## src/design/autokey_vigenere_codec_defines.svh

```systemverilog
// Assertion helpers shared by the codec sources.
`ifndef AUTOKEY_VIGENERE_CODEC_DEFINES_SVH
`define AUTOKEY_VIGENERE_CODEC_DEFINES_SVH

// Same-cycle implication, disabled while reset is asserted.
`define ACV_ASSERT_IMP(label, clk, rst_n, ante, cons) \
    label: assert property (@(posedge clk) disable iff (!(rst_n)) (ante) |-> (cons)) \
        else $error("autokey codec check failed");

// Next-cycle implication, disabled while reset is asserted.
`define ACV_ASSERT_NXT(label, clk, rst_n, ante, cons) \
    label: assert property (@(posedge clk) disable iff (!(rst_n)) (ante) |=> (cons)) \
        else $error("autokey codec check failed");

`endif

```

## src/design/acv_pkg.sv

```systemverilog
package acv_pkg;

    // Key ring geometry.
    localparam int MAX_KEY_LENGTH = 16;
    localparam int POS_W = (MAX_KEY_LENGTH > 1) ? $clog2(MAX_KEY_LENGTH) : 1;
    localparam int LEN_W = $clog2(MAX_KEY_LENGTH + 1);

    // Field widths.
    localparam int BYTE_W     = 8;
    localparam int OP_W       = 2;
    localparam int CFG_IDX_W  = 2;
    localparam int CFG_DATA_W = 64;
    localparam int CFG_LEN_W  = 5;
    localparam int KEYWORD_BYTES = 16;

    // Operation codes.
    localparam logic [OP_W-1:0] OP_ENCODE  = 2'd0;
    localparam logic [OP_W-1:0] OP_DECODE  = 2'd1;
    localparam logic [OP_W-1:0] OP_RESTART = 2'd2;

    // Register indexes.
    localparam logic [CFG_IDX_W-1:0] REG_KEY_LENGTH = 2'd0;
    localparam logic [CFG_IDX_W-1:0] REG_KEY_LOW    = 2'd1;
    localparam logic [CFG_IDX_W-1:0] REG_KEY_HIGH   = 2'd2;

    // Register reset values.
    localparam logic [CFG_LEN_W-1:0]  KEY_LENGTH_RST = 5'd1;
    localparam logic [CFG_DATA_W-1:0] KEY_LOW_RST    = 64'd65;
    localparam logic [CFG_DATA_W-1:0] KEY_HIGH_RST   = 64'd0;

    // Character constants.
    localparam logic [BYTE_W-1:0] CHAR_A     = 8'h41;
    localparam logic [BYTE_W-1:0] CHAR_Z     = 8'h5A;
    localparam logic [BYTE_W-1:0] CHAR_LOW_A = 8'h61;
    localparam logic [BYTE_W-1:0] CHAR_LOW_Z = 8'h7A;
    localparam logic [BYTE_W-1:0] CASE_BIT   = 8'h20;
    localparam logic [5:0]        ALPHABET   = 6'd26;

    // Output buffer geometry.
    localparam int OUT_DEPTH = 3;
    localparam int OUT_PTR_W = 2;

    typedef logic [BYTE_W-1:0] t_byte;
    typedef logic [MAX_KEY_LENGTH-1:0][BYTE_W-1:0] t_key_bytes;

    function automatic logic is_lower(input t_byte c);
        return (c >= CHAR_LOW_A) && (c <= CHAR_LOW_Z);
    endfunction

    function automatic t_byte up_case(input t_byte c);
        return is_lower(c) ? (c - CASE_BIT) : c;
    endfunction

    // True for a letter of either case.
    function automatic logic is_letter(input t_byte c);
        t_byte u;
        u = up_case(c);
        return (u >= CHAR_A) && (u <= CHAR_Z);
    endfunction

    // Spread the two keyword registers over the ring; bytes past the
    // keyword load as zero.
    function automatic t_key_bytes unpack_keyword(input logic [CFG_DATA_W-1:0] lo,
                                                  input logic [CFG_DATA_W-1:0] hi);
        t_key_bytes kb;
        logic [2*CFG_DATA_W-1:0] word;
        word = {hi, lo};
        for (int i = 0; i < MAX_KEY_LENGTH; i++) begin
            if (i < KEYWORD_BYTES) begin
                kb[i] = word[BYTE_W*i +: BYTE_W];
            end else begin
                kb[i] = '0;
            end
        end
        return kb;
    endfunction

    // Stage-one state of a request whose ring entry is being read.
    typedef struct packed {
        logic              valid;
        logic [OP_W-1:0]   op;
        t_byte             ch;
        logic [POS_W-1:0]  pos;
        logic              adv;
        logic              use_ram;
        t_byte             alt;
    } t_stage;

endpackage

```

## src/design/acv_if.sv

```systemverilog
// Input request channel.
interface acv_in_if;
    logic                        valid;
    logic                        ready;
    logic [acv_pkg::OP_W-1:0]    op;
    logic [acv_pkg::BYTE_W-1:0]  char_in;

    modport source (output valid, output op, output char_in, input ready);
    modport sink   (input valid, input op, input char_in, output ready);
endinterface

// Result channel.
interface acv_out_if;
    logic                        valid;
    logic                        ready;
    logic [acv_pkg::BYTE_W-1:0]  char_out;
    logic [acv_pkg::BYTE_W-1:0]  key_used;

    modport source (output valid, output char_out, output key_used, input ready);
    modport sink   (input valid, input char_out, input key_used, output ready);
endinterface

// Register write channel.
interface acv_cfg_if;
    logic                            valid;
    logic                            ready;
    logic [acv_pkg::CFG_IDX_W-1:0]   index;
    logic [acv_pkg::CFG_DATA_W-1:0]  data;

    modport source (output valid, output index, output data, input ready);
    modport sink   (input valid, input index, input data, output ready);
endinterface

```

## src/design/acv_ram.sv

```systemverilog
module acv_ram #(
    parameter int WIDTH = 8,
    parameter int DEPTH = 16
) (
    input  logic                                        i_clk,
    input  logic                                        i_we,
    input  logic [((DEPTH > 1) ? $clog2(DEPTH) : 1)-1:0] i_waddr,
    input  logic [WIDTH-1:0]                            i_wdata,
    input  logic                                        i_re,
    input  logic [((DEPTH > 1) ? $clog2(DEPTH) : 1)-1:0] i_raddr,
    output logic [WIDTH-1:0]                            o_rdata
);

    logic [WIDTH-1:0] r_mem [DEPTH];
    logic [WIDTH-1:0] r_rdata;

    // Write port.
    always_ff @(posedge i_clk) begin
        if (i_we) begin
            r_mem[i_waddr] <= i_wdata;
        end
    end

    // Registered read; a read of the entry being written returns the old data.
    always_ff @(posedge i_clk) begin
        if (i_re) begin
            r_rdata <= r_mem[i_raddr];
        end
    end

    assign o_rdata = r_rdata;

endmodule

```

## src/design/autokey_vigenere_codec.sv

```systemverilog
// Autokey Vigenere codec: one character request per clock while the request
// side is ready, every request giving exactly one result. The key ring sits
// in a 16 x 8 RAM with a registered read; each request reads its entry in the
// accept cycle, and one that advanced the ring writes the recovered plaintext
// back in the next cycle, so the single RAM read and write port set the rate
// of one request a cycle. A restart snapshots the keyword registers and
// clears one valid bit per ring entry, so entries not yet overwritten read
// from the snapshot. Results wait in a three-entry buffer; the request side
// stays ready while that buffer, counting the result in stage one, has room,
// and register writes are always taken and apply at the next restart.
`include "autokey_vigenere_codec_defines.svh"

module autokey_vigenere_codec (
    input  logic       i_clk,
    input  logic       i_rst_n,
    acv_cfg_if.sink    i_cfg,
    acv_in_if.sink     i_in,
    acv_out_if.source  o_out
);

    localparam int MAXK  = acv_pkg::MAX_KEY_LENGTH;
    localparam int POS_W = acv_pkg::POS_W;
    localparam int LEN_W = acv_pkg::LEN_W;
    localparam int BW    = acv_pkg::BYTE_W;

    // Configuration registers.
    logic [acv_pkg::CFG_LEN_W-1:0]  r_cfg_len;
    logic [acv_pkg::CFG_DATA_W-1:0] r_cfg_low;
    logic [acv_pkg::CFG_DATA_W-1:0] r_cfg_high;

    // Ring control state.
    acv_pkg::t_key_bytes r_snap;
    logic [MAXK-1:0]     r_valid;
    logic [LEN_W-1:0]    r_len;
    logic [POS_W-1:0]    r_pos;
    logic [LEN_W-1:0]    n_len;
    logic [POS_W-1:0]    n_pos;

    // Stage one.
    acv_pkg::t_stage r_s1;
    acv_pkg::t_stage n_s1;

    // Result buffer.
    acv_pkg::t_byte            r_buf_char [acv_pkg::OUT_DEPTH];
    acv_pkg::t_byte            r_buf_key  [acv_pkg::OUT_DEPTH];
    logic [acv_pkg::OUT_PTR_W-1:0] r_wr_ptr;
    logic [acv_pkg::OUT_PTR_W-1:0] r_rd_ptr;
    logic [acv_pkg::OUT_PTR_W-1:0] r_cnt;

    logic           in_fire;
    logic           out_fire;
    logic           restart;
    logic           s1_we;
    logic           hit;
    acv_pkg::t_byte snap_byte;
    acv_pkg::t_byte ram_q;
    acv_pkg::t_byte key_raw;
    acv_pkg::t_byte w_plain;
    acv_pkg::t_byte res_char;

    assign i_cfg.ready = 1'b1;
    assign i_in.ready  = ({1'b0, r_cnt} + {2'b0, r_s1.valid}) < 3'(acv_pkg::OUT_DEPTH);
    assign in_fire     = i_in.valid && i_in.ready;
    assign out_fire    = o_out.valid && o_out.ready;
    assign restart     = in_fire && (i_in.op == acv_pkg::OP_RESTART);

    // Register writes.
    always_ff @(posedge i_clk) begin
        if (!i_rst_n) begin
            r_cfg_len  <= acv_pkg::KEY_LENGTH_RST;
            r_cfg_low  <= acv_pkg::KEY_LOW_RST;
            r_cfg_high <= acv_pkg::KEY_HIGH_RST;
        end else if (i_cfg.valid && i_cfg.ready) begin
            case (i_cfg.index)
                acv_pkg::REG_KEY_LENGTH: begin
                    r_cfg_len <= i_cfg.data[acv_pkg::CFG_LEN_W-1:0];
                end
                acv_pkg::REG_KEY_LOW: begin
                    r_cfg_low <= i_cfg.data;
                end
                acv_pkg::REG_KEY_HIGH: begin
                    r_cfg_high <= i_cfg.data;
                end
                default: begin
                end
            endcase
        end
    end

    // Stage one writes back when its request advanced the ring.
    assign s1_we = r_s1.valid && r_s1.adv;
    assign hit   = s1_we && (r_s1.pos == r_pos);
    assign snap_byte = r_snap[r_pos];

    // Accept stage: decide the advance from letter flags, pick the key source.
    always_comb begin
        logic key_letter;
        logic len_big;
        key_letter = r_valid[r_pos] || hit || acv_pkg::is_letter(snap_byte);
        len_big    = int'(r_cfg_len) > MAXK;

        n_s1.valid   = in_fire;
        n_s1.op      = i_in.op;
        n_s1.ch      = i_in.char_in;
        n_s1.pos     = r_pos;
        n_s1.adv     = ((i_in.op == acv_pkg::OP_ENCODE) || (i_in.op == acv_pkg::OP_DECODE))
                       && key_letter && acv_pkg::is_letter(i_in.char_in);
        n_s1.use_ram = r_valid[r_pos] && !hit;
        n_s1.alt     = hit ? w_plain : snap_byte;

        // Length latched on restart, out-of-range values clamped.
        if (r_cfg_len == '0) begin
            n_len = LEN_W'(1);
        end else if (len_big) begin
            n_len = LEN_W'(MAXK);
        end else begin
            n_len = LEN_W'(r_cfg_len);
        end

        // Position steps around the ring.
        if ((LEN_W'(r_pos) + LEN_W'(1)) == r_len) begin
            n_pos = '0;
        end else begin
            n_pos = r_pos + POS_W'(1);
        end
    end

    // Ring control registers; a restart discards the write-back marks.
    always_ff @(posedge i_clk) begin
        if (!i_rst_n) begin
            r_snap  <= acv_pkg::unpack_keyword(acv_pkg::KEY_LOW_RST, acv_pkg::KEY_HIGH_RST);
            r_valid <= '0;
            r_len   <= LEN_W'(acv_pkg::KEY_LENGTH_RST);
            r_pos   <= '0;
        end else if (restart) begin
            r_snap  <= acv_pkg::unpack_keyword(r_cfg_low, r_cfg_high);
            r_valid <= '0;
            r_len   <= n_len;
            r_pos   <= '0;
        end else begin
            if (s1_we) begin
                r_valid[r_s1.pos] <= 1'b1;
            end
            if (in_fire && n_s1.adv) begin
                r_pos <= n_pos;
            end
        end
    end

    // Stage-one register.
    always_ff @(posedge i_clk) begin
        if (!i_rst_n) begin
            r_s1.valid <= 1'b0;
        end else begin
            r_s1 <= n_s1;
        end
    end

    // Key ring storage.
    acv_ram #(
        .WIDTH (BW),
        .DEPTH (MAXK)
    ) u_ring (
        .i_clk   (i_clk),
        .i_we    (s1_we),
        .i_waddr (r_s1.pos),
        .i_wdata (w_plain),
        .i_re    (in_fire),
        .i_raddr (r_pos),
        .o_rdata (ram_q)
    );

    // Stage one: cipher arithmetic on the letter indices.
    always_comb begin
        acv_pkg::t_byte key_up;
        acv_pkg::t_byte ch_up;
        acv_pkg::t_byte k_off;
        acv_pkg::t_byte p_off;
        logic [5:0]     sum;
        logic [4:0]     m;
        acv_pkg::t_byte upper;

        key_raw = r_s1.use_ram ? ram_q : r_s1.alt;
        key_up  = acv_pkg::up_case(key_raw);
        ch_up   = acv_pkg::up_case(r_s1.ch);
        k_off   = key_up - acv_pkg::CHAR_A;
        p_off   = ch_up - acv_pkg::CHAR_A;

        if (r_s1.op == acv_pkg::OP_ENCODE) begin
            sum = {1'b0, k_off[4:0]} + {1'b0, p_off[4:0]} + 6'd1;
        end else begin
            sum = {1'b0, p_off[4:0]} + 6'd25 - {1'b0, k_off[4:0]};
        end
        if (sum >= acv_pkg::ALPHABET) begin
            sum = sum - acv_pkg::ALPHABET;
        end
        m     = sum[4:0];
        upper = acv_pkg::CHAR_A + {3'b0, m};

        w_plain = (r_s1.op == acv_pkg::OP_ENCODE) ? ch_up : upper;

        if (r_s1.op == acv_pkg::OP_RESTART) begin
            res_char = '0;
        end else if (r_s1.adv) begin
            res_char = acv_pkg::is_lower(r_s1.ch) ? (upper | acv_pkg::CASE_BIT) : upper;
        end else begin
            res_char = r_s1.ch;
        end
    end

    // Result buffer.
    always_ff @(posedge i_clk) begin
        if (r_s1.valid) begin
            r_buf_char[r_wr_ptr] <= res_char;
            r_buf_key[r_wr_ptr]  <= key_raw;
        end
    end

    always_ff @(posedge i_clk) begin
        if (!i_rst_n) begin
            r_wr_ptr <= '0;
            r_rd_ptr <= '0;
            r_cnt    <= '0;
        end else begin
            if (r_s1.valid) begin
                r_wr_ptr <= (r_wr_ptr == acv_pkg::OUT_PTR_W'(acv_pkg::OUT_DEPTH - 1))
                            ? '0 : r_wr_ptr + acv_pkg::OUT_PTR_W'(1);
            end
            if (out_fire) begin
                r_rd_ptr <= (r_rd_ptr == acv_pkg::OUT_PTR_W'(acv_pkg::OUT_DEPTH - 1))
                            ? '0 : r_rd_ptr + acv_pkg::OUT_PTR_W'(1);
            end
            r_cnt <= r_cnt + acv_pkg::OUT_PTR_W'(r_s1.valid) - acv_pkg::OUT_PTR_W'(out_fire);
        end
    end

    assign o_out.valid    = (r_cnt != '0);
    assign o_out.char_out = r_buf_char[r_rd_ptr];
    assign o_out.key_used = r_buf_key[r_rd_ptr];

    // Checks.
    `ACV_ASSERT_IMP(a_buf_bound, i_clk, i_rst_n, 1'b1, r_cnt <= acv_pkg::OUT_PTR_W'(acv_pkg::OUT_DEPTH))
    `ACV_ASSERT_IMP(a_pos_in_ring, i_clk, i_rst_n, 1'b1, LEN_W'(r_pos) < r_len)
    `ACV_ASSERT_NXT(a_restart_clears, i_clk, i_rst_n, restart, (r_pos == '0) && (r_valid == '0))

endmodule
```

## src/flat_wrapper.sv

```systemverilog
// flat-port wrapper written by rule: the top's interface ports become plain ports
module autokey_vigenere_codec_flat 
  (i_clk, i_rst_n, i_cfg_valid, i_cfg_index, i_cfg_data, i_cfg_ready, i_in_valid, i_in_op, i_in_char_in, i_in_ready, o_out_valid, o_out_char_out, o_out_key_used, o_out_ready);
  acv_cfg_if i_cfg_i ();
  acv_in_if i_in_i ();
  acv_out_if o_out_i ();
  input  logic i_clk;
  input  logic i_rst_n;
  input wire logic [$bits(i_cfg_i.valid)-1:0] i_cfg_valid;
  input wire logic [$bits(i_cfg_i.index)-1:0] i_cfg_index;
  input wire logic [$bits(i_cfg_i.data)-1:0] i_cfg_data;
  output wire logic [$bits(i_cfg_i.ready)-1:0] i_cfg_ready;
  input wire logic [$bits(i_in_i.valid)-1:0] i_in_valid;
  input wire logic [$bits(i_in_i.op)-1:0] i_in_op;
  input wire logic [$bits(i_in_i.char_in)-1:0] i_in_char_in;
  output wire logic [$bits(i_in_i.ready)-1:0] i_in_ready;
  output wire logic [$bits(o_out_i.valid)-1:0] o_out_valid;
  output wire logic [$bits(o_out_i.char_out)-1:0] o_out_char_out;
  output wire logic [$bits(o_out_i.key_used)-1:0] o_out_key_used;
  input wire logic [$bits(o_out_i.ready)-1:0] o_out_ready;
  assign i_cfg_i.valid = i_cfg_valid;
  assign i_cfg_i.index = i_cfg_index;
  assign i_cfg_i.data = i_cfg_data;
  assign i_cfg_ready = i_cfg_i.ready;
  assign i_in_i.valid = i_in_valid;
  assign i_in_i.op = i_in_op;
  assign i_in_i.char_in = i_in_char_in;
  assign i_in_ready = i_in_i.ready;
  assign o_out_valid = o_out_i.valid;
  assign o_out_char_out = o_out_i.char_out;
  assign o_out_key_used = o_out_i.key_used;
  assign o_out_i.ready = o_out_ready;
  autokey_vigenere_codec u_core (.i_clk(i_clk), .i_rst_n(i_rst_n), .i_cfg(i_cfg_i), .i_in(i_in_i), .o_out(o_out_i));
endmodule
```

## config.mk

```make
export PLATFORM = sky130hd
export DESIGN_NAME = autokey_vigenere_codec_flat
export DESIGN_NICKNAME = d
export VERILOG_FILES = /design/src/design/acv_pkg.sv /design/src/design/acv_if.sv /design/src/design/acv_ram.sv /design/src/design/autokey_vigenere_codec.sv /design/src/flat_wrapper.sv
export VERILOG_INCLUDE_DIRS = /design/src /design/src/design
export SDC_FILE = /design/constraint.sdc
export NUM_CORES = 1
export LEC_CHECK = 0
export ABC_AREA = 1
export ABC_CLOCK_PERIOD_IN_PS = 4600
export BUFFER_PORTS_ARGS = -buffer_cell sky130_fd_sc_hd__buf_2
export CORE_MARGIN = 4
export CORE_UTILIZATION = 55
export CTS_CLUSTER_SIZE = 10
export DETAILED_ROUTE_END_ITERATION = 10
export GPL_ROUTABILITY_DRIVEN = 1
export PLACE_DENSITY_LB_ADDON = 0.05
export SYNTH_ARGS = -nofsm -noshare
export SYNTH_HDL_FRONTEND = slang
export SYNTH_SLANG_ARGS = --single-unit
```

## constraint.sdc

```tcl
create_clock -name i_clk -period 4.6 [get_ports i_clk]
set_clock_uncertainty 0.05 [all_clocks]
set_input_delay 0.46 -clock i_clk [delete_from_list [all_inputs] [get_ports i_clk]]
set_output_delay 0.46 -clock i_clk [all_outputs]
set_load 0.02 [all_outputs]
```

==> summary.txt, run 1 <==
Tightest Pin Transition: 1.223 ns
Synth warnings: 0
Flop-to-flop setup slack: 0.35 ns
Cell taking the most area after synthesis: edfxtp_1
Most used cell, CP: nand3_1
Leakage dissipation: 9.554 nW
Max-slew violations: 0
Gr usage total: 0.2575
Synth Cell Area: 20990 um^2
H-tree depth: 2
Combinational Power Share: 0.194
DRT antenna net count: 0
CTS clk-pin slew, worst paths: 0.06 ns
Slowest stage delay, CP: 0.50 ns
# setup viols final: 0
R2R Path Start: u_core.r_s1[8]$_DFFE_PP_
Root buf cell: clkbuf_16
Number of clock sinks: 503
Via density: 5.573
Dpl cell area: 21800 um^2
I/O Buffers: 98
R2R depth: 18
Placeable Area: 37670 um^2
Crit path buffers/inverters: 1
Clock network power share: 0.346
Fin. Hold Viols: 0
Gate Count Post-Synth: 2372
Post-DP HPWL: 32590 um
PwrDens: 491.0 nW/um^2
Largest net degree at the start of global routing: 292
Number of global-route vias before repair: 15840
Startpoint Class: flip-flop
Layout cells sized above 1: 0.1059
Area share of the largest cell type after synthesis: 0.2976
Fin worst setup slack: 0.3531 ns
Top post-synthesis cells by count: nor2_1, o21ai_0, dfxtp_1, edfxtp_1, nand2_1
Max-Cap Viols: 0
Switching Fraction: 0.2888
Critical path data required time: 4.86 ns
Placer congestion estimate: 0.8537
Slowest CP cell: edfxtp_1
Total power: 11.52 mW
Post-layout min period: 4.247 ns
Internal: 8.195 mW
Wirelength per Cell: 18.24 um
Ports: 100
Worst hold start: i_in_char_in[1]
Tcrit/Tclk final: 0.9233
Yosys cell types: 52
Area Overhead vs Synth: 11.82%
Total wire length: 53950 um
Final instance area: 23470 um^2
Post-synth top flop: dfxtp_1
Die area: 41350 um^2
Vias: 16480
Rows: 71
Worst-case hold path end point: u_core.r_s1[15]$_DFFE_PP_
Slew HR: 0.1819
Synth Register Bits: 503
Async SR Flop Fraction: 0
Hold depth: 1
Final Util: 0.6231
Starting DRC count in detailed routing: 1379
Number of flops mapped to enable cells by yosys: 208
Avg Synthesized Cell Area: 8.849 um^2
CP max FO: 16
Maximum clock frequency: 235.5 MHz
Peak supply drop: 0.2951 mV
Total CTS buffers: 56
Initial Util: 0.5572
Sequential-to-total area share from yosys stat: 0.5790
Pre-antenna DRT Iters: 5
Pre-CTS setup slack: 0.05718 ns
CTS tree: yes
Setup tns final: 0 ns
Grt total ovfl: 0
First-pass GRT wire length: 85420 um
Worst Hold Class: input pin to flip-flop
Final Net Count: 2534
Status: finished, final reports clean
Worst r2r dst: u_core.u_ring.r_mem[12][4]$_DFFE_PP_
Most frequent cell after synthesis: nor2_1
Worst Path Arrival: 4.51 ns
Die width: 203.4 um
DR DRC count: 0
Critical path's top delay family: simple AND/OR/NAND/NOR gates
Antenna violations before repair: 2
Critical Path, Cell by Cell: mux2_2 -> nor3_1 -> xor2_1 -> ha_1 -> ha_4 -> or2_2 -> nand3_1 -> nand2_2 -> inv_1 -> nor2_1 -> nor2_2 -> nand3_1 -> nand2_1 -> ha_1 -> nand3_1 -> nand2_1 -> nand3_1 -> and2_2
Bufs on Longest Clock Path: 3
Critical Path Sink Type: flip-flop
Clock latency on the worst-skew pair: 0.60 ns
Die Ht: 203.4 um
Reg power frac: 0.460
WS Path Type: flip-flop to flip-flop
Synth Net Count: 2486
Dominant cells by area after synthesis: edfxtp_1, dfxtp_1, nor2_1
NetSw: 3.327 mW
power by group through the flow:
stage	combinational [mW]	clock (mW)	sequential [mW]
2_1_floorplan	1.55	0	5.33
3_3_place_gp	2.12	0	5.39
3_5_place_dp	2.16	0	5.39
4_1_cts	2.17	4.06	5.30
5_1_grt	2.50	4.22	5.33
6_report	2.23	3.99	5.30
metal layers:
layer  vias up  track usage  wire length, um
met5         -            0               14
met4         2       0.1021             1843
met3       118      0.03260             2898
met2       448       0.4296            25660
met1      7828       0.3451            23540
li1       8084            -                -
state kept, by name (all words and copies together) (netlist names), named ones only:
register               flops
u_core.r_buf_char         24
u_core.r_buf_key          24
u_core.r_cfg_high         64
u_core.r_cfg_len           5
u_core.r_cfg_low          64
u_core.r_cnt               2
u_core.r_len               5
u_core.r_pos               4
u_core.r_rd_ptr            2
u_core.r_s1               25
u_core.r_snap            128
u_core.r_valid            16
u_core.r_wr_ptr            2
u_core.u_ring.o_rdata      8
u_core.u_ring.r_mem      128
worst max-delay path by stage:
stage / depth (start not counted) / start / to / slack, ns
floorplan: 16 / u_core.r_s1[8]$_DFFE_PP_ / u_core.u_ring.r_mem[0][2]$_DFFE_PP_ / 0.24
global placement: 18 / u_core.r_s1[8]$_DFFE_PP_ / u_core.u_ring.r_mem[6][4]$_DFFE_PP_ / 0.18
detailed placement: 18 / u_core.r_s1[8]$_DFFE_PP_ / u_core.u_ring.r_mem[6][4]$_DFFE_PP_ / 0.06
CTS: 18 / u_core.r_s1[8]$_DFFE_PP_ / u_core.u_ring.r_mem[12][4]$_DFFE_PP_ / 0.04
global route: 20 / u_core.r_s1[8]$_DFFE_PP_ / u_core.u_ring.r_mem[12][4]$_DFFE_PP_ / -0.01
finish: 18 / u_core.r_s1[8]$_DFFE_PP_ / u_core.u_ring.r_mem[12][4]$_DFFE_PP_ / 0.35
cell usage in the layout, fill, tap and decap left out, types with 5 or more instances in the layout:
master     instances
buf_4             38
xor2_1            12
nand4_1            5
a21oi_1          101
nand3_1           95
dfxtp_1          293
clkbuf_16         57
nor2_4             5
mux2_2             6
o221ai_1          27
nor3_1             9
o22ai_1           13
ha_1              29
inv_2              9
inv_1            117
o21ai_1            5
o21a_1            13
o21ai_0          391
nand2_1          151
nand2_2           12
clkbuf_1          23
buf_2             97
nor2_1           643
edfxtp_1         208
o211ai_1          26
logic make-up after synthesis:
kind of cell	count (synthesis)	share of synthesized area
XOR/XNOR	14	0.005842
flip-flops	503	0.5790
buffers and inverters	281	0.05472
other	1	0.0001787
AO/OA/AOI/OAI	595	0.1558
AND/OR/NAND/NOR	939	0.1809
adder cells (fa/ha/maj)	33	0.02039
multiplexers	6	0.003219
worst reg2reg max path, stage by stage, from the launching register on:
cell and delay, ns:
edfxtp_1 0.50, mux2_2 0.44, nor3_1 0.19, xor2_1 0.31
ha_1 0.37, ha_4 0.29, or2_2 0.29, nand3_1 0.09
nand2_2 0.12, inv_1 0.09, nor2_1 0.05, nor2_2 0.14
nand3_1 0.09, nand2_1 0.10, ha_1 0.24, nand3_1 0.09
nand2_1 0.09, nand3_1 0.11, and2_2 0.29
metrics by stage:
step                      hold WS, ns  std cells
after floorplan                0.3736       2372
after global placement         0.3884       2867
after detailed placement       0.3925       2867
final                         0.03123       2957
after global routing          0.01931       2957
after CTS                    0.002599       2952
cell type report:
type,instances,area [um^2]
Fill cell,3304,14200
Timing Repair Buffer,140,842.1
Clock buffer,81,1526
Clock inverter,2,50.05
Sequential cell,503,12160
Tap cell,511,639.4
Multi-Input combinational cell,1588,7756
Inverter,131,496.7
Antenna cell,1,2.502
repair_timing:
item / 4_1_cts / 5_1_grt
setup buffers: 0 / 4
endpoints found under the hold margin: 2 / 0
setup endpoints to repair: 0 / 93
hold buffers: 2 / 0
gates resized for setup: 0 / 10
(Power assumes the default switching activity.)
==> run 2, diff against run 1 <==
--- a/config.mk
+++ b/config.mk
@@ -6,7 +6,7 @@
 export SDC_FILE = /design/constraint.sdc
 export NUM_CORES = 1
 export LEC_CHECK = 0
-export ABC_AREA = 1
+export ABC_AREA = 0
 export ABC_CLOCK_PERIOD_IN_PS = 4600
 export BUFFER_PORTS_ARGS = -buffer_cell sky130_fd_sc_hd__buf_2
 export CORE_MARGIN = 4
==> summary.txt, run 2 <==
DR DRC count: 0 (unchanged)
Final instance area: 23980 um^2 (was 23470 um^2)
Worst Hold Class: input pin to flip-flop (unchanged)
Top post-synthesis cells by count: nand2_1, dfxtp_1, a21boi_0, edfxtp_1, clkbuf_1 (was nor2_1, o21ai_0, dfxtp_1, edfxtp_1, nand2_1)
Die width: 204.6 um (was 203.4 um)
Multi-input logic area: 8539 um^2 (was 7756 um^2)
Async SR Flop Fraction: 0 (unchanged)
Number of global-route vias before repair: 14040 (was 15840)
Ports: 100 (unchanged)
Worst Path Arrival: 4.79 ns (was 4.51 ns)
Tightest Pin Transition: 1.148 ns (was 1.223 ns)
Slowest CP cell: edfxtp_1 (unchanged)
Gr usage total: 0.2446 (was 0.2575)
Root buf cell: clkbuf_16 (unchanged)
Largest net degree at the start of global routing: 230 (was 292)
Area share of the largest cell type after synthesis: 0.2937 (was 0.2976)
Pre-antenna DRT Iters: 5 (unchanged)
Initial Util: 0.5607 (was 0.5572)
WS Path Type: flip-flop to flip-flop (unchanged)
Post-DP HPWL: 32630 um (was 32590 um)
Number of flops mapped to enable cells by yosys: 208 (unchanged)
Avg Synthesized Cell Area: 10.95 um^2 (was 8.849 um^2)
Critical Path Sink Type: flip-flop (unchanged)
DRT antenna net count: 0 (unchanged)
Grt total ovfl: 0 (unchanged)
Synth Register Bits: 503 (unchanged)
CTS clk-pin slew, worst paths: 0.06 ns (about the same)
Rows: 71 (unchanged)
Post-layout min period: 4.479 ns (was 4.247 ns)
Yosys cell types: 72 (was 52)
Dominant cells by area after synthesis: edfxtp_1, dfxtp_1, nand2_1 (was edfxtp_1, dfxtp_1, nor2_1)
Biggest regs: u_core.r_snap (128), u_core.u_ring.r_mem (128) (unchanged)
Vias: 14390 (was 16480)
Layout cells sized above 1: 0.1569 (was 0.1059)
CP max FO: 4 (was 16)
Placer congestion estimate: 0.8597 (was 0.8537)
Final Hold Slack: 0.02976 ns (was 0.03123 ns)
Cell taking the most area after synthesis: edfxtp_1 (unchanged)
Starting DRC count in detailed routing: 1140 (was 1379)
Gate Count Post-Synth: 1943 (was 2372)
Max-slew violations: 0 (unchanged)
Most frequent cells in the layout: nand2_1, dfxtp_1, a21boi_0, edfxtp_1, buf_2 (was nor2_1, o21ai_0, dfxtp_1, edfxtp_1, nand2_1)
Most frequent cell after synthesis: nand2_1 (was nor2_1)
Via density: 5.600 (was 5.573)
Leakage dissipation: 8.153 nW (was 9.554 nW)
Register Area: 12160 um^2 (unchanged)
Startpoint Class: flip-flop (unchanged)
Total wire length: 51070 um (was 53950 um)
Diode count: 0 (was 1)
Synth Cell Area: 21270 um^2 (was 20990 um^2)
Slew HR: 0.2316 (was 0.1819)
Fill count: 3100 (was 3304)
Slowest stage delay, CP: 0.48 ns (was 0.50 ns)
Max-Cap Viols: 0 (unchanged)
Bufs on Longest Clock Path: 3 (unchanged)
Fin. Hold Viols: 0 (unchanged)
Dpl cells: 2483 (was 2867)
Peak supply drop: 0.3214 mV (was 0.2951 mV)
Post-synth top flop: dfxtp_1 (unchanged)
Critical Path, Cell by Cell: mux2i_2 -> ha_2 -> inv_1 -> ha_1 -> ha_2 -> inv_1 -> fa_1 -> xor2_1 -> nor3_1 -> o2bb2a_2 -> or2_2 -> xnor2_1 -> ha_1 -> o211a_1 -> buf_4 -> or3b_1 -> and3_1 (was mux2_2 -> nor3_1 -> xor2_1 -> ha_1 -> ha_4 -> or2_2 -> nand3_1 -> nand2_2 -> inv_1 -> nor2_1 -> nor2_2 -> nand3_1 -> nand2_1 -> ha_1 -> nand3_1 -> nand2_1 -> nand3_1 -> and2_2)
Number of clock sinks: 503 (unchanged)
H-tree depth: 2 (unchanged)
Area Overhead vs Synth: 12.75% (was 11.82%)
Die area: 41880 um^2 (was 41350 um^2)
Die Ht: 204.6 um (was 203.4 um)
# setup viols final: 0 (unchanged)
Status: finished, final reports clean (unchanged)
PwrDens: 439.2 nW/um^2 (was 491.0 nW/um^2)
Sequential-to-total area share from yosys stat: 0.5714 (was 0.5790)
Placeable Area: 37930 um^2 (was 37670 um^2)
Commonest non-fill, non-tap cell in the layout: nand2_1 (was nor2_1)
Tcrit/Tclk final: 0.9738 (was 0.9233)
Synth Net Count: 2057 (was 2486)
I/O Buffers: 98 (unchanged)
Dpl cell area: 22330 um^2 (was 21800 um^2)
Wirelength per Cell: 19.87 um (was 18.24 um)
Maximum clock frequency: 223.2 MHz (was 235.5 MHz)
Final Net Count: 2146 (was 2534)
Critical path data required time: 4.91 ns (was 4.86 ns)
Setup tns final: 0 ns (unchanged)
Synth warnings: 0 (unchanged)
Total CTS buffers: 56 (unchanged)
First-pass GRT wire length: 79490 um (was 85420 um)
Antenna violations before repair: 0 (was 2)
Non-Filler Instances: 2570 (was 2957)
Clock latency on the worst-skew pair: 0.61 ns (was 0.60 ns)
CTS tree: yes (unchanged)
==> run 2: cell types whose count changed in the layout (fill, tap and decap cells not counted), moves of 50 or more <==
cell and delta:
a21boi_0 +256, a21oi_1 -82, inv_1 -86, mux2i_1 +50
mux4_2 +67, nand2_1 +415, nand3_1 -84, nor2_1 -573
o21ai_0 -367
==> run 2: cell type report <==
type | instances | area share
clock buffers | 82 | 0.06293
clock inverters | 3 | 0.001878
inverters | 35 | 0.005479
multi-input cells | 1279 | 0.3561
flip-flops and latches | 503 | 0.5070
well taps | 511 | 0.02666
repair buffers | 157 | 0.03997
==> run 2: where the power goes <==
part	leakage [nW]	total, mW	internal [mW]	switching (mW)
logic	3.11	1.53	0.583	0.951
clock network	0.748	3.91	2.24	1.68
registers	4.30	5.08	4.99	0.0932
total	8.15	10.5	7.81	2.72
==> run 2: per-layer routing <==
layer,share of wire,global-route usage
met5,0,0
met3,0.041,0.03799
met1,0.44,0.3247
met2,0.49,0.4114
met4,0.036,0.08806
==> run 2: cell families (layout without fill, tap and decap cells) <==
group                      after synthesis  after routing  share of synthesized area
buffers and inverters                  161            277                    0.03294
other                                    1              1                  0.0001763
AOI/OAI and AO/OA                      368            368                     0.1261
xor gates and xnor gates                20             20                   0.008236
DFF                                    503            503                     0.5714
adders and majority gates               33             33                    0.02012
and+or+nand+nor                        729            729                     0.1395
muxes                                  128            128                     0.1015
==> run 2: path summary, 6_finish.rpt <==
path	start	end	slack (ns)	cells after the start
worst min-delay path	i_in_char_in[2]	u_core.r_s1[16]$_DFFE_PP_	0.03	1
worst max-delay path	u_core.r_s1[8]$_DFFE_PP_	u_core.r_s1[4]$_DFFE_PP_	0.12	17
worst min register to register	u_core.r_cfg_low[15]$_SDFFE_PN0P_	u_core.r_snap[15]$_SDFFE_PN0P_	0.41	2
worst max register to register	u_core.r_s1[8]$_DFFE_PP_	u_core.r_s1[4]$_DFFE_PP_	0.12	17
==> run 2: what timing repair did <==
item | CTS | global route
resized for setup | 3 | 12
cloned | 0 | 0
hold buffers | 1 | 0
setup buffers | 0 | 1
setup endpoints to repair | 48 | 59
hold endpoints to repair | 1 | 0
==> run 2: metrics by stage <==
stage | util | setup WS (ns) | power [mW]
3_5_place_dp | 0.5888 | -0.2089 | 6.658
2_1_floorplan | - | 0.2034 | 6.072
5_1_grt | 0.6322 | -0.01101 | 10.96
4_1_cts | 0.6303 | 0.09191 | 10.58
3_3_place_gp | 0.5888 | -0.08574 | 6.618
6_report | 0.6322 | 0.1205 | 10.53
==> run 2: critical path: cells and delay by family, from the launching register on <==
family	cells	cell delay [ns]
adder cells (fa/ha/maj)	5	1.45
AND/OR/NAND/NOR	4	0.92
flip-flops	1	0.48
AO/OA/AOI/OAI	2	0.45
XOR/XNOR	2	0.42
buffers and inverters	3	0.25
multiplexers	1	0.21
==> run 3, diff against run 2 <==
--- a/config.mk
+++ b/config.mk
@@ -17,4 +17,5 @@
 export PLACE_DENSITY_LB_ADDON = 0.05
 export SYNTH_ARGS = -nofsm -noshare
 export SYNTH_HDL_FRONTEND = slang
+export SYNTH_HIERARCHICAL = 1
 export SYNTH_SLANG_ARGS = --single-unit
==> summary.txt, run 3 <==
Status: finished, final reports clean (unchanged)
Avg Synthesized Cell Area: 10.85 um^2 (was 10.95 um^2)
Tightest Pin Transition: 1.228 ns (was 1.148 ns)
Maximum clock frequency: 231.1 MHz (was 223.2 MHz)
Bufs on Longest Clock Path: 3 (unchanged)
Critical path data required time: 4.99 ns (was 4.91 ns)
Clock latency on the worst-skew pair: 0.60 ns (was 0.61 ns)
Final Net Count: 2131 (was 2146)
Crit path to: u_core/u_ring/r_mem[3][4]$_DFFE_PP_ (was u_core.r_s1[4]$_DFFE_PP_)
Register Area: 12160 um^2 (unchanged)
Commonest non-fill, non-tap cell in the layout: nand2_1 (unchanged)
Diode count: 0 (unchanged)
Slew HR: 0.1782 (was 0.2316)
Number of global-route vias before repair: 14220 (was 14040)
Most frequent cell after synthesis: nand2_1 (unchanged)
WP depth: 17 (unchanged)
Dpl cells: 2472 (was 2483)
H-tree depth: 2 (unchanged)
Routing usage on met2: 0.4126 (was 0.4114)
Placeable Area: 37930 um^2 (unchanged)
Total CTS buffers: 56 (unchanged)
CP max FO: 16 (was 4)
CTS tree: yes (unchanged)
Rows: 71 (unchanged)
Critical Path, Cell by Cell: buf_4 -> mux2i_2 -> nand3_1 -> xnor2_2 -> ha_1 -> ha_1 -> a21o_1 -> a21oi_1 -> xor2_1 -> a22o_1 -> a21boi_4 -> xnor2_1 -> ha_1 -> and3_1 -> nor3_1 -> nor3_2 -> buf_4 (was mux2i_2 -> ha_2 -> inv_1 -> ha_1 -> ha_2 -> inv_1 -> fa_1 -> xor2_1 -> nor3_1 -> o2bb2a_2 -> or2_2 -> xnor2_1 -> ha_1 -> o211a_1 -> buf_4 -> or3b_1 -> and3_1)
Fin worst setup slack: 0.2733 ns (was 0.1205 ns)
Wirelength per Cell: 19.51 um (was 19.87 um)
Area Overhead vs Synth: 11.30% (was 12.75%)
Starting DRC count in detailed routing: 1119 (was 1140)
Total wire length: 49950 um (was 51070 um)
CP startpoint: u_core/r_s1[8]$_DFFE_PP_ (was u_core.r_s1[8]$_DFFE_PP_)
Worst Hold Class: input pin to flip-flop (unchanged)
Met1 usage: 0.3156 (was 0.3247)
Sequential-to-total area share from yosys stat: 0.5696 (was 0.5714)
Post-synth top flop: dfxtp_1 (unchanged)
Multi-input logic area: 8537 um^2 (was 8539 um^2)
Post-layout min period: 4.327 ns (was 4.479 ns)
Biggest regs: u_core/r_snap (128), u_core/u_ring/r_mem (128) (was u_core.r_snap (128), u_core.u_ring.r_mem (128))
Tcrit/Tclk final: 0.9406 (was 0.9738)
Max-Cap Viols: 0 (unchanged)
R2R depth: 17 (unchanged)
Setup Buffers After CTS: 0 (unchanged)
Critical Path Sink Type: flip-flop (unchanged)
# setup viols final: 0 (unchanged)
CTS clk-pin slew, worst paths: 0.06 ns (about the same)
Pre-CTS setup slack: 0.1712 ns (was -0.2089 ns)
Worst r2r dst: u_core/u_ring/r_mem[3][4]$_DFFE_PP_ (was u_core.r_s1[4]$_DFFE_PP_)
M3 GR Usage: 0.03894 (was 0.03799)
Top post-synthesis cells by count: nand2_1, dfxtp_1, a21boi_0, edfxtp_1, clkbuf_1 (unchanged)
Synth Net Count: 2078 (was 2057)
Number of flops mapped to enable cells by yosys: 208 (unchanged)
Layout cells sized above 1: 0.1293 (was 0.1569)
Die Ht: 205.0 um (was 204.6 um)
Gr usage total: 0.2390 (was 0.2446)
Ports: 100 (unchanged)
Peak supply drop: 0.2953 mV (was 0.3214 mV)
Non-Filler Instances: 2560 (was 2570)
First-pass GRT wire length: 78380 um (was 79490 um)
Gate Count Post-Synth: 1967 (was 1943)
Synth Register Bits: 503 (unchanged)
Yosys cell types: 69 (was 72)
PwrDens: 436.0 nW/um^2 (was 439.2 nW/um^2)
Leakage dissipation: 7.998 nW (was 8.153 nW)
Synth warnings: 6 (was 0)
I/O Buffers: 98 (unchanged)
Area share of the largest cell type after synthesis: 0.2928 (was 0.2937)
Flop-to-flop setup slack: 0.27 ns (was 0.12 ns)
Fill count: 3154 (was 3100)
Root buf cell: clkbuf_16 (unchanged)
DRT antenna net count: 0 (unchanged)
Worst Path Arrival: 4.72 ns (was 4.79 ns)
Async SR Flop Fraction: 0 (unchanged)
Startpoint Class: flip-flop (unchanged)
Largest net degree at the start of global routing: 135 (was 230)
DR DRC count: 0 (unchanged)
Critical path's top delay family: adder cells (unchanged)
Slowest stage delay, CP: 0.46 ns (was 0.48 ns)
Most frequent cells in the layout: nand2_1, dfxtp_1, a21boi_0, edfxtp_1, buf_2 (unchanged)
Grt total ovfl: 0 (unchanged)
Via density: 5.618 (was 5.600)
Pre-antenna DRT Iters: 5 (unchanged)
Synth Cell Area: 21340 um^2 (was 21270 um^2)
Initial Util: 0.5625 (was 0.5607)
Vias: 14380 (was 14390)
Die width: 205.0 um (was 204.6 um)
WS Path Type: flip-flop to flip-flop (unchanged)
Die area: 42010 um^2 (was 41880 um^2)
Number of clock sinks: 503 (unchanged)
Cell taking the most area after synthesis: edfxtp_1 (unchanged)
R2R Path Start: u_core/r_s1[8]$_DFFE_PP_ (was u_core.r_s1[8]$_DFFE_PP_)
Max-slew violations: 0 (unchanged)
Fin. Hold Viols: 0 (unchanged)
Placer congestion estimate: 0.8535 (was 0.8597)
Antenna violations before repair: 0 (unchanged)
Crit path buffers/inverters: 2 (was 3)
Post-DP HPWL: 31490 um (was 32630 um)
Slowest CP cell: edfxtp_1 (unchanged)
Dominant cells by area after synthesis: edfxtp_1, dfxtp_1, nand2_1 (unchanged)
Most used cell, CP: ha_1
Most Crowded Layer GR: met2 (unchanged)
[run 3: cell types whose count changed after synthesis, sizes merged, moves of 4 or more]
cell and change:
nor2 -10, a21oi +5, xnor2 +4, nor2b +4, buf +4, o21ai +6
mux2i +11, clkbuf -4, or3 -5, a221oi +4, a22oi +18, nor3 +4
mux4 -16
[run 3: where the power goes]
| group | switching (mW) | internal, mW | total, mW | leakage (nW) |
|---|---|---|---|---|
| clock | 1.65 | 2.26 | 3.91 | 0.756 |
| sequential | 0.0956 | 5.00 | 5.09 | 4.30 |
| combinational | 0.843 | 0.506 | 1.35 | 2.95 |
| total | 2.59 | 7.76 | 10.4 | 8.00 |
[run 3: layout make-up]
| class | count | area share |
|---|---|---|
| clock buffers | 84 | 0.06428 |
| clock inverters | 3 | 0.002002 |
| inverters | 32 | 0.005058 |
| multi-input cells | 1303 | 0.3595 |
| flip-flops and latches | 503 | 0.5119 |
| well taps | 511 | 0.02692 |
| repair buffers | 124 | 0.03030 |
[run 3: metal layers]
| metal | vias to the layer above | wire (um) |
|---|---|---|
| met1 | 7056 | 21460 |
| met4 | 0 | 1266 |
| met5 | - | 0 |
| met3 | 82 | 2225 |
| li1 | 6970 | - |
| met2 | 274 | 25000 |
[run 3: metrics by stage]
step                      cell area [um^2]  hold slack (ns)  TNS, ns    util  total power, mW
after floorplan                      21340           0.3815        0       -            6.056
after global placement               22130           0.3926        0  0.5834            6.494
after detailed placement             22130           0.4044        0  0.5834            6.525
after CTS                            23700         0.002250        0  0.6249            10.45
after global routing                 23750         0.004546  -0.1179  0.6260            10.82
final                                23750          0.03746        0  0.6260            10.35
[run 3: worst min path at each step]
stage | to | slack, ns | from | depth (start not counted)
2_1_floorplan | u_core/r_valid[10]$_SDFFE_PP0P_ | 0.38 | u_core/r_valid[10]$_SDFFE_PP0P_ | 2
3_3_place_gp | u_core/r_valid[7]$_SDFFE_PP0P_ | 0.39 | u_core/r_valid[7]$_SDFFE_PP0P_ | 2
3_5_place_dp | u_core/r_valid[8]$_SDFFE_PP0P_ | 0.40 | u_core/r_valid[8]$_SDFFE_PP0P_ | 2
4_1_cts | u_core/r_s1[21]$_DFFE_PP_ | 0.002 | i_in_char_in[7] | 1
5_1_grt | u_core/r_s1[18]$_DFFE_PP_ | 0.005 | i_in_char_in[4] | 1
6_report | u_core/r_s1[14]$_DFFE_PP_ | 0.04 | i_in_char_in[0] | 1
[run 3: kinds of logic (layout without fill, tap and decap cells)]
kind of cell,Yosys count,in the layout,synth area share
buf+inv,161,243,0.03437
compound gates,394,394,0.1342
simple gates,730,730,0.1411
fa+ha+maj,30,30,0.01830
other cells,1,1,0.0001758
mux,126,126,0.09324
flops,503,503,0.5696
xor+xnor,22,22,0.009031
[run 3: repair_timing]
action | CTS | global route
endpoints found under the setup margin | 0 | 44
endpoints found under the hold margin | 0 | 1
gates resized for setup | 0 | 6
hold buffers | 0 | 1
